[config.mk]
export PLATFORM = sky130hd
export DESIGN_NAME = utf8_lowercase_key_transcoder_core
export DESIGN_NICKNAME = d
export VERILOG_FILES = /design/src/hdl/ulk_pkg.sv /design/src/hdl/ulk_front.sv /design/src/hdl/ulk_queue.sv /design/src/hdl/ulk_back.sv /design/src/hdl/utf8_lowercase_key_transcoder_core.sv
export SDC_FILE = /design/constraint.sdc
export NUM_CORES = 1
export LEC_CHECK = 0
export ABC_AREA = 0
export BUFFER_PORTS_ARGS = -buffer_cell sky130_fd_sc_hd__buf_2
export CORE_AREA = 2 2 134 136
export DETAILED_ROUTE_END_ITERATION = 8
export DIE_AREA = 0 0 136 138
export GPL_ROUTABILITY_DRIVEN = 0
export GPL_TIMING_DRIVEN = 0
export PLACE_DENSITY = 0.54
export SYNTH_ARGS = -nofsm -noshare
export SYNTH_HDL_FRONTEND = slang
export SYNTH_SLANG_ARGS = --single-unit
[constraint.sdc]
create_clock -name clk -period 7.2 [get_ports clk]
set_clock_uncertainty 0.2 [all_clocks]
set_input_delay 1.08 -clock clk [delete_from_list [all_inputs] [get_ports clk]]
set_output_delay 1.08 -clock clk [all_outputs]
set_load 0.02 [all_outputs]
[src/hdl/ulk_pkg.sv]
// shared types and constants for the utf-8 lowercase key transcoder
`timescale 1ns / 1ps
`default_nettype none

package ulk_pkg;

    // sequence lengths
    localparam logic [2:0] LEN_NONE  = 3'd0;
    localparam logic [2:0] LEN_TWO   = 3'd2;
    localparam logic [2:0] LEN_THREE = 3'd3;
    localparam logic [2:0] LEN_FOUR  = 3'd4;

    // code point bounds: smallest per sequence length, largest, and the surrogate range
    localparam logic [20:0] MIN_TWO   = 21'h000080;
    localparam logic [20:0] MIN_THREE = 21'h000800;
    localparam logic [20:0] MIN_FOUR  = 21'h010000;
    localparam logic [20:0] MAX_CP    = 21'h10FFFF;
    localparam logic [20:0] SURR_LO   = 21'h00D800;
    localparam logic [20:0] SURR_HI   = 21'h00DFFF;

    // queue between front and back
    localparam int QUEUE_DEPTH = 2;
    localparam int QPTR_W      = $clog2(QUEUE_DEPTH);

    // one group of output words caused by one input word
    typedef struct packed {
        logic [3:0][7:0] data;      // slot 0 goes out first
        logic [1:0]      last_idx;  // slot of the final word
        logic            key_end;   // group closes the key
    } ulk_group_t;

endpackage

`default_nettype wire

[src/hdl/ulk_front.sv]
// front end: decodes utf-8, lowercases and builds output groups
`timescale 1ns / 1ps
`default_nettype none

module ulk_front
    import ulk_pkg::*;
(
    input  wire logic       clk,
    input  wire logic       rst_n,
    input  wire logic       byte_valid,
    input  wire logic [7:0] byte_data,
    input  wire logic       byte_end,
    output logic            byte_ready,
    input  wire logic       queue_full,
    output logic            push,
    output ulk_group_t      push_group
);

    logic [7:0]  pend_reg [3];
    logic [1:0]  pcount_reg, pcount_next;
    logic [2:0]  elen_reg, elen_next;
    logic [20:0] pv_reg, pv_next;

    logic            accept;
    logic            cont;
    logic            open;
    logic [20:0]     v_acc;
    logic [2:0]      total;
    logic            complete;
    logic            cp_ok;
    logic [20:0]     cp_min;
    logic [20:0]     low;
    logic [3:0][7:0] enc;
    logic [2:0]      lead_len;
    logic [20:0]     lead_pv;
    logic [7:0]      emit_byte;
    logic            fresh_emits;
    logic [2:0]      n_out;
    logic [2:0]      n_m1;
    logic            use_enc;
    logic            pend_wen;

    function automatic logic [20:0] lower_cp(input logic [20:0] c);
        logic [20:0] r;
        begin
            r = c;
            if (c >= 21'h41 && c <= 21'h5A)
                r = c + 21'h20;
            else if ((c >= 21'hC0 && c <= 21'hD6) || (c >= 21'hD8 && c <= 21'hDE))
                r = c + 21'h20;
            else if (c >= 21'h391 && c <= 21'h3AB && c != 21'h3A2)
                r = c + 21'h20;
            else if (c >= 21'h400 && c <= 21'h40F)
                r = c + 21'h50;
            else if (c >= 21'h410 && c <= 21'h42F)
                r = c + 21'h20;
            lower_cp = r;
        end
    endfunction

    assign byte_ready = !queue_full;
    assign accept     = byte_valid && byte_ready;

    always_comb
    begin
        cont     = (byte_data[7:6] == 2'b10);
        open     = (pcount_reg != 2'd0);
        v_acc    = {pv_reg[14:0], byte_data[5:0]};
        total    = {1'b0, pcount_reg} + 3'd1;
        complete = (total >= elen_reg);

        // range check of a completed sequence
        unique case (elen_reg)
            LEN_TWO:   cp_min = MIN_TWO;
            LEN_THREE: cp_min = MIN_THREE;
            default:   cp_min = MIN_FOUR;
        endcase
        cp_ok = (v_acc >= cp_min) && (v_acc <= MAX_CP)
             && !((v_acc >= SURR_LO) && (v_acc <= SURR_HI));

        // re-encode the lowered code point, same length as the input
        low = lower_cp(v_acc);
        enc = '0;
        unique case (elen_reg)
            LEN_TWO:
            begin
                enc[0] = {3'b110, low[10:6]};
                enc[1] = {2'b10, low[5:0]};
            end
            LEN_THREE:
            begin
                enc[0] = {4'b1110, low[15:12]};
                enc[1] = {2'b10, low[11:6]};
                enc[2] = {2'b10, low[5:0]};
            end
            LEN_FOUR:
            begin
                enc[0] = {5'b11110, low[20:18]};
                enc[1] = {2'b10, low[17:12]};
                enc[2] = {2'b10, low[11:6]};
                enc[3] = {2'b10, low[5:0]};
            end
            default: enc = '0;
        endcase

        // lead byte classification
        if (byte_data[7:5] == 3'b110)
        begin
            lead_len = LEN_TWO;
            lead_pv  = {16'd0, byte_data[4:0]};
        end
        else if (byte_data[7:4] == 4'b1110)
        begin
            lead_len = LEN_THREE;
            lead_pv  = {17'd0, byte_data[3:0]};
        end
        else if (byte_data[7:3] == 5'b11110)
        begin
            lead_len = LEN_FOUR;
            lead_pv  = {18'd0, byte_data[2:0]};
        end
        else
        begin
            lead_len = LEN_NONE;
            lead_pv  = '0;
        end

        // ascii gets lowercased, any other raw byte goes out as is
        if (byte_data >= 8'h41 && byte_data <= 8'h5A)
            emit_byte = byte_data + 8'h20;
        else
            emit_byte = byte_data;

        fresh_emits = !byte_data[7] || (lead_len == LEN_NONE) || byte_end;

        // defaults: sequence closes
        pcount_next = '0;
        elen_next   = LEN_NONE;
        pv_next     = '0;
        pend_wen    = 1'b0;
        use_enc     = 1'b0;

        if (open && cont)
        begin
            if (complete)
            begin
                if (cp_ok)
                begin
                    use_enc = 1'b1;
                    n_out   = elen_reg;
                end
                else
                    n_out = total;
            end
            else
            begin
                pend_wen = 1'b1;
                if (byte_end)
                    n_out = total;
                else
                begin
                    n_out       = 3'd0;
                    pcount_next = total[1:0];
                    elen_next   = elen_reg;
                    pv_next     = v_acc;
                end
            end
        end
        else
        begin
            // held bytes flush raw, then the byte starts afresh
            n_out = {1'b0, pcount_reg} + (fresh_emits ? 3'd1 : 3'd0);
            if (!fresh_emits)
            begin
                pend_wen    = 1'b1;
                pcount_next = 2'd1;
                elen_next   = lead_len;
                pv_next     = lead_pv;
            end
        end

        n_m1 = n_out - 3'd1;

        if (use_enc)
            push_group.data = enc;
        else
        begin
            push_group.data[0] = (pcount_reg > 2'd0) ? pend_reg[0] : emit_byte;
            push_group.data[1] = (pcount_reg > 2'd1) ? pend_reg[1] : emit_byte;
            push_group.data[2] = (pcount_reg > 2'd2) ? pend_reg[2] : emit_byte;
            push_group.data[3] = emit_byte;
        end
        push_group.last_idx = n_m1[1:0];
        push_group.key_end  = byte_end;
        push                = accept && (n_out != 3'd0);
    end

    always_ff @(posedge clk or negedge rst_n)
    begin
        if (!rst_n)
        begin
            pcount_reg <= '0;
            elen_reg   <= LEN_NONE;
            pv_reg     <= '0;
        end
        else if (accept)
        begin
            pcount_reg <= pcount_next;
            elen_reg   <= elen_next;
            pv_reg     <= pv_next;
        end
    end

    // held bytes: a lead always lands in slot 0, a continuation at the count
    always_ff @(posedge clk)
    begin
        if (accept && pend_wen)
        begin
            if (open && cont)
                pend_reg[pcount_reg] <= byte_data;
            else
                pend_reg[0] <= byte_data;
        end
    end

`ifndef SYNTHESIS
    a_count_below_len: assert property (@(posedge clk) disable iff (!rst_n)
        (pcount_reg != 2'd0) |-> ({1'b0, pcount_reg} < elen_reg))
        else $error("held byte count reached sequence length");

    a_idle_is_clear: assert property (@(posedge clk) disable iff (!rst_n)
        (pcount_reg == 2'd0) |-> ((elen_reg == LEN_NONE) && (pv_reg == 21'd0)))
        else $error("sequence state not cleared while no sequence open");

    a_open_len: assert property (@(posedge clk) disable iff (!rst_n)
        (pcount_reg != 2'd0) |-> ((elen_reg == LEN_TWO) || (elen_reg == LEN_THREE)
                                  || (elen_reg == LEN_FOUR)))
        else $error("open sequence with bad length");
`endif

endmodule

`default_nettype wire

[src/hdl/ulk_queue.sv]
// short group queue between decoder front and serializer back
`timescale 1ns / 1ps
`default_nettype none

module ulk_queue
    import ulk_pkg::*;
(
    input  wire logic        clk,
    input  wire logic        rst_n,
    input  wire logic        push,
    input  wire ulk_group_t  push_group,
    output logic             full,
    output logic             head_valid,
    output ulk_group_t       head_group,
    input  wire logic        pop
);

    ulk_group_t              ent_reg [QUEUE_DEPTH];
    logic [QPTR_W-1:0]       wr_ptr_reg;
    logic [QPTR_W-1:0]       rd_ptr_reg;
    logic [QPTR_W:0]         cnt_reg;
    logic                    do_push;
    logic                    do_pop;

    assign full       = (cnt_reg == (QPTR_W + 1)'(QUEUE_DEPTH));
    assign head_valid = (cnt_reg != '0);
    assign head_group = ent_reg[rd_ptr_reg];
    assign do_push    = push && !full;
    assign do_pop     = pop && head_valid;

    always_ff @(posedge clk or negedge rst_n)
    begin
        if (!rst_n)
        begin
            wr_ptr_reg <= '0;
            rd_ptr_reg <= '0;
            cnt_reg    <= '0;
        end
        else
        begin
            if (do_push)
                wr_ptr_reg <= wr_ptr_reg + 1'b1;
            if (do_pop)
                rd_ptr_reg <= rd_ptr_reg + 1'b1;
            if (do_push && !do_pop)
                cnt_reg <= cnt_reg + 1'b1;
            else if (do_pop && !do_push)
                cnt_reg <= cnt_reg - 1'b1;
        end
    end

    always_ff @(posedge clk)
    begin
        if (do_push)
            ent_reg[wr_ptr_reg] <= push_group;
    end

`ifndef SYNTHESIS
    a_no_push_full: assert property (@(posedge clk) disable iff (!rst_n)
        full |-> !push)
        else $error("group pushed into a full queue");
`endif

endmodule

`default_nettype wire

[src/hdl/ulk_back.sv]
// back end: sends the words of the head group one per cycle while word_ready is high
`timescale 1ns / 1ps
`default_nettype none

module ulk_back
    import ulk_pkg::*;
(
    input  wire logic        clk,
    input  wire logic        rst_n,
    input  wire logic        head_valid,
    input  wire ulk_group_t  head_group,
    output logic             pop,
    output logic             word_valid,
    output logic [7:0]       word_data,
    output logic             word_last,
    output logic             word_key_end,
    input  wire logic        word_ready
);

    logic [1:0] idx_reg;
    logic [1:0] idx_next;
    logic       fire;

    assign word_valid   = head_valid;
    assign word_data    = head_group.data[idx_reg];
    assign word_last    = (idx_reg == head_group.last_idx);
    assign word_key_end = word_last && head_group.key_end;
    assign fire         = word_valid && word_ready;
    assign pop          = fire && word_last;
    assign idx_next     = word_last ? 2'd0 : idx_reg + 2'd1;

    always_ff @(posedge clk or negedge rst_n)
    begin
        if (!rst_n)
            idx_reg <= '0;
        else if (fire)
            idx_reg <= idx_next;
    end

`ifndef SYNTHESIS
    a_idx_in_group: assert property (@(posedge clk) disable iff (!rst_n)
        head_valid |-> (idx_reg <= head_group.last_idx))
        else $error("word index past end of group");
`endif

endmodule

`default_nettype wire

[src/hdl/utf8_lowercase_key_transcoder_core.sv]
// top level of the utf-8 lowercase search key transcoder
// a word that completes a character is queued as a group and shows on m_axis once that group reaches the head
// throughput: one input word per cycle while each causes at most one output word and m_axis_tready is high
// a four-byte character or a flushed sequence sends up to four words, one per cycle while m_axis_tready is high
// a two-entry group queue lets input run on while the output drains
// reset: rst_n async active low, closes any open sequence and empties the queue
`timescale 1ns / 1ps
`default_nettype none

module utf8_lowercase_key_transcoder_core
    import ulk_pkg::*;
(
    input  wire logic       clk,
    input  wire logic       rst_n,
    // input stream
    input  wire logic       s_axis_tvalid,
    output logic            s_axis_tready,
    input  wire logic [7:0] s_axis_tdata,   // [7:0] in_byte
    input  wire logic       s_axis_tlast,   // string_end
    // output stream
    output logic            m_axis_tvalid,
    input  wire logic       m_axis_tready,
    output logic [7:0]      m_axis_tdata,   // [7:0] out_byte
    output logic            m_axis_tlast,   // run_last
    output logic            m_axis_tuser    // [0] key_end
);

    // front to queue
    logic       push;
    ulk_group_t push_group;
    logic       queue_full;

    // queue to back
    logic       head_valid;
    ulk_group_t head_group;
    logic       pop;

    // decode, lowercase and re-encode; each accepted word yields zero
    // to four output words packed as one group
    ulk_front u_front (
        .clk        (clk),
        .rst_n      (rst_n),
        .byte_valid (s_axis_tvalid),
        .byte_data  (s_axis_tdata),
        .byte_end   (s_axis_tlast),
        .byte_ready (s_axis_tready),
        .queue_full (queue_full),
        .push       (push),
        .push_group (push_group)
    );

    // groups wait here so the front keeps taking words during a burst
    ulk_queue u_queue (
        .clk        (clk),
        .rst_n      (rst_n),
        .push       (push),
        .push_group (push_group),
        .full       (queue_full),
        .head_valid (head_valid),
        .head_group (head_group),
        .pop        (pop)
    );

    // walk through the head group one word per cycle while m_axis_tready is high
    ulk_back u_back (
        .clk          (clk),
        .rst_n        (rst_n),
        .head_valid   (head_valid),
        .head_group   (head_group),
        .pop          (pop),
        .word_valid   (m_axis_tvalid),
        .word_data    (m_axis_tdata),
        .word_last    (m_axis_tlast),
        .word_key_end (m_axis_tuser),
        .word_ready   (m_axis_tready)
    );

endmodule

`default_nettype wire
==> flow_summary.ini <==
[status]
run_status = completed

[synthesis]
yosys.cell_types.count = 73
synth.area.top_cells = sky130_fd_sc_hd__edfxtp_1, sky130_fd_sc_hd__dfrtp_1, sky130_fd_sc_hd__mux4_2
netlist.area_leader.share = 0.4168
synth_enable_flop_cells = 94
yosysTopAreaCell = sky130_fd_sc_hd__edfxtp_1
ys_seq_area_frac = 0.5128
synth_warnings = 0
ys_ff_latch = 120
async_reset_ff_frac = 0.2167
syn-cell-area_um2 = 6773
synth.net_count = 632
post_synth.cell_area_avg_um2 = 11.40
netlist_instances = 594
dominantRegCellSynth = sky130_fd_sc_hd__edfxtp_1

[pwr]
vdd_ir_drop_max_mv = 0.1734
power.static_leakage_uw = 0.002887
power_density_nw_per_um2 = 342.7

[job]
maxCapViolCount = 0

[final_layout]
most_frequent_cells_in_the_layout = sky130_fd_sc_hd__edfxtp_1, sky130_fd_sc_hd__nand2_1, sky130_fd_sc_hd__buf_2, sky130_fd_sc_hd__nor2_1, sky130_fd_sc_hd__nand3_1
design.final.nets = 677
multi_input_combinational_cell_area_um2 = 3073
ff_latch_area_um2 = 3473
syn_to_layout_area_delta_pct = 15.78
final_layout_size_suffix_gt1_frac = 0.1748
leading_cell_type_in_the_layout_fill_and_taps_excluded = sky130_fd_sc_hd__edfxtp_1
antennaDiodeCount = 0
largest_register_ff_count = 70
fin_cells = 881
filler_cell_count_in_the_final_layout = 1669
design_area_um2 = 7841

[place]
buffer_ports.inserted = 24
dp.final_hpwl_mm = 14.05
post_place_cells = 849
post_place_instance_area_um2 = 7213

[cts]
hold_buffers = 0
ctsRootBufferMaster = sky130_fd_sc_hd__clkbuf_16
cts_tree = yes
clock_sinks = 120
cts.htree.levels = 4
clock_insertion_delay_worst_skew_ns = 0.42
post-cts-setup-buffer-count = 0
numCtsBuffers = 17
post_cts_resized = 0
worst_setup_hold_path_clk_slew_ns = 0.06
worst_case_clock_buffer_depth = 2

[worst_setup_path]
critical_path_peak_fanout = 35
cp.required_ns = 7.04
cpMostUsedCell = sky130_fd_sc_hd__ha_1
r2r_path_start = u_front.elen_reg[0]
critical_path.startpoint = u_front.elen_reg[0]
worst_path_largest_cell_delay_ns = 0.74
cp_slowest_cell = sky130_fd_sc_hd__and2_2
cp.buffers_inverters = 3
cp_cell_sequence = clkinv_1 > nor2_1 > inv_1 > ha_1 > nand4b_1 > o22ai_1 > o41ai_1 > a22oi_2 > clkbuf_1 > a211o_1 > o21ai_1 > mux2i_1 > ha_1 > a41oi_2 > and2_2
crit_path_end_kind = flop
crit_path_start_kind = flop
timing.setup.critical_path_class = flop to flop
critical_path_arrival_ns = 5.16
crit_family = compound AO/OA/AOI/OAI gates

[global_route]
first_global_vias = 5154
groute.usage.overall = 0.2128
grt_max_degree = 36
antenna_found_initial = 0
globalRouteOverflowTotal = 0
first_pass_grt_wire_length_mm = 30.04

[floorplan]
io-pin-count = 25
initial_utilization = 0.3863
fp.dieW_um = 136
dieArea_um2 = 18770
die_height_um = 138
rows = 49
core_area_um2 = 17530

[routing]
via_count = 5141
detailedRoute.firstIterationViolations = 495
viasPerCell = 5.835
detail_route.first_pass.iterations = 7
drcViolationCount = 0
wire_per_inst_um = 21.52
number_of_nets_with_antenna_violations_after_routing = 0
routed_wire_length_mm = 18.96

[timing]
worst_slew_pin_slew_ns = 1.022
final_hold_viol_count = 0
fin_worst_hold_slack_ns = 0.2920
timing.final.crit_share = 0.7390
timing.slew.headroom = 0.3138
setup_viol_count_final = 0
rsz0062_at_grt = false
post-route-min-period_ns = 5.321
final-max-slew-violation-count = 0
max_clock_freq_mhz = 187.9
setup_tns_ns = 0

[worst_hold_path]
min-delay-start = u_queue.cnt_reg[1]
hold_path.class = flop to flop
==> stage by stage <==
step           utilization  total power (uW)  setup slack, ns
2_1_floorplan            -              1560            1.482
3_3_place_gp        0.4094              1774         -0.05578
3_5_place_dp        0.4114              1809            1.518
4_1_cts             0.4469              2714            1.892
5_1_grt             0.4472              2830            1.517
6_report            0.4472              2687            1.879
==> synth_stat cells (3+ instances only) <==
cell type                  instances
sky130_fd_sc_hd__a21oi_1          15
sky130_fd_sc_hd__edfxtp_1         94
sky130_fd_sc_hd__xnor2_1           5
sky130_fd_sc_hd__nor3b_1           3
sky130_fd_sc_hd__mux4_2           16
sky130_fd_sc_hd__nand2b_1          4
sky130_fd_sc_hd__o31ai_1           7
sky130_fd_sc_hd__o22ai_1           4
sky130_fd_sc_hd__ha_1             25
sky130_fd_sc_hd__nand4_1          12
sky130_fd_sc_hd__nor3_1           11
sky130_fd_sc_hd__buf_2             9
sky130_fd_sc_hd__nand2_1          61
sky130_fd_sc_hd__or2_2             3
sky130_fd_sc_hd__xor2_1            3
sky130_fd_sc_hd__nor2_1           34
sky130_fd_sc_hd__a21boi_0          3
sky130_fd_sc_hd__o41ai_1           3
sky130_fd_sc_hd__dfrtp_1          26
sky130_fd_sc_hd__nand3_1          32
sky130_fd_sc_hd__a21o_1            3
sky130_fd_sc_hd__inv_1            21
sky130_fd_sc_hd__o211ai_1          6
sky130_fd_sc_hd__mux2i_1          19
sky130_fd_sc_hd__a211oi_1          6
sky130_fd_sc_hd__and2_1            6
sky130_fd_sc_hd__o221a_2           3
sky130_fd_sc_hd__o221ai_1          8
sky130_fd_sc_hd__nand4b_1          4
sky130_fd_sc_hd__and3_1            3
sky130_fd_sc_hd__a211o_1           3
sky130_fd_sc_hd__o21ai_1           7
sky130_fd_sc_hd__clkbuf_1         27
sky130_fd_sc_hd__nor2b_1           6
sky130_fd_sc_hd__o21ai_0          24
sky130_fd_sc_hd__nor4_1            5
sky130_fd_sc_hd__or3_1             6
sky130_fd_sc_hd__mux2_2           12
sky130_fd_sc_hd__a31oi_1           9
==> layout make-up <==
class | count | area share
inverters | 22 | 0.01053
flip-flops and latches | 120 | 0.4430
clock inverters | 15 | 0.02521
clock buffers | 17 | 0.05425
well taps | 229 | 0.03654
multi-input cells | 414 | 0.3919
plain buffers | 38 | 0.02011
repair buffers | 26 | 0.01851
==> where the power goes <==
| part | switching (uW) | leakage, uW | internal, uW | total, uW |
|---|---|---|---|---|
| clock | 317 | 0.000304 | 581 | 898 |
| sequential | 46.3 | 0.00121 | 916 | 963 |
| combinational | 489 | 0.00137 | 337 | 827 |
==> cells by family (layout without fill, tap and decap cells) <==
| family | after synthesis | in the layout | share of synthesized area |
|---|---|---|---|
| multiplexers | 47 | 47 | 0.1012 |
| flip-flops | 120 | 120 | 0.5128 |
| XOR/XNOR | 8 | 8 | 0.01035 |
| AO/OA/AOI/OAI | 128 | 128 | 0.1371 |
| buffers and inverters | 60 | 118 | 0.03547 |
| adder cells (fa/ha/maj) | 25 | 25 | 0.04619 |
| AND/OR/NAND/NOR | 206 | 206 | 0.1568 |
==> metal layers <==
layer  global-route usage  wire (um)  vias up
met2               0.3383       9105      196
met3              0.04144        917       45
met5                    0          0        -
met1               0.2830       8323     2503
met4              0.09265        615        0
li1                     -          -     2397
==> worst paths after layout <==
path | to | slack, ns | depth (start not counted)
worst max-delay path | u_queue.ent_reg[1][27] | 1.88 | 15
worst min-delay path | u_queue.cnt_reg[1] | 0.29 | 1
worst min register to register | u_queue.cnt_reg[1] | 0.29 | 1
worst max register to register | u_queue.ent_reg[1][27] | 1.88 | 15
max in group asynchronous | u_front.elen_reg[0] | 5.88 | 1
min in group asynchronous | u_front.pv_reg[0] | 0.49 | 1
(Power assumes the default switching activity.)
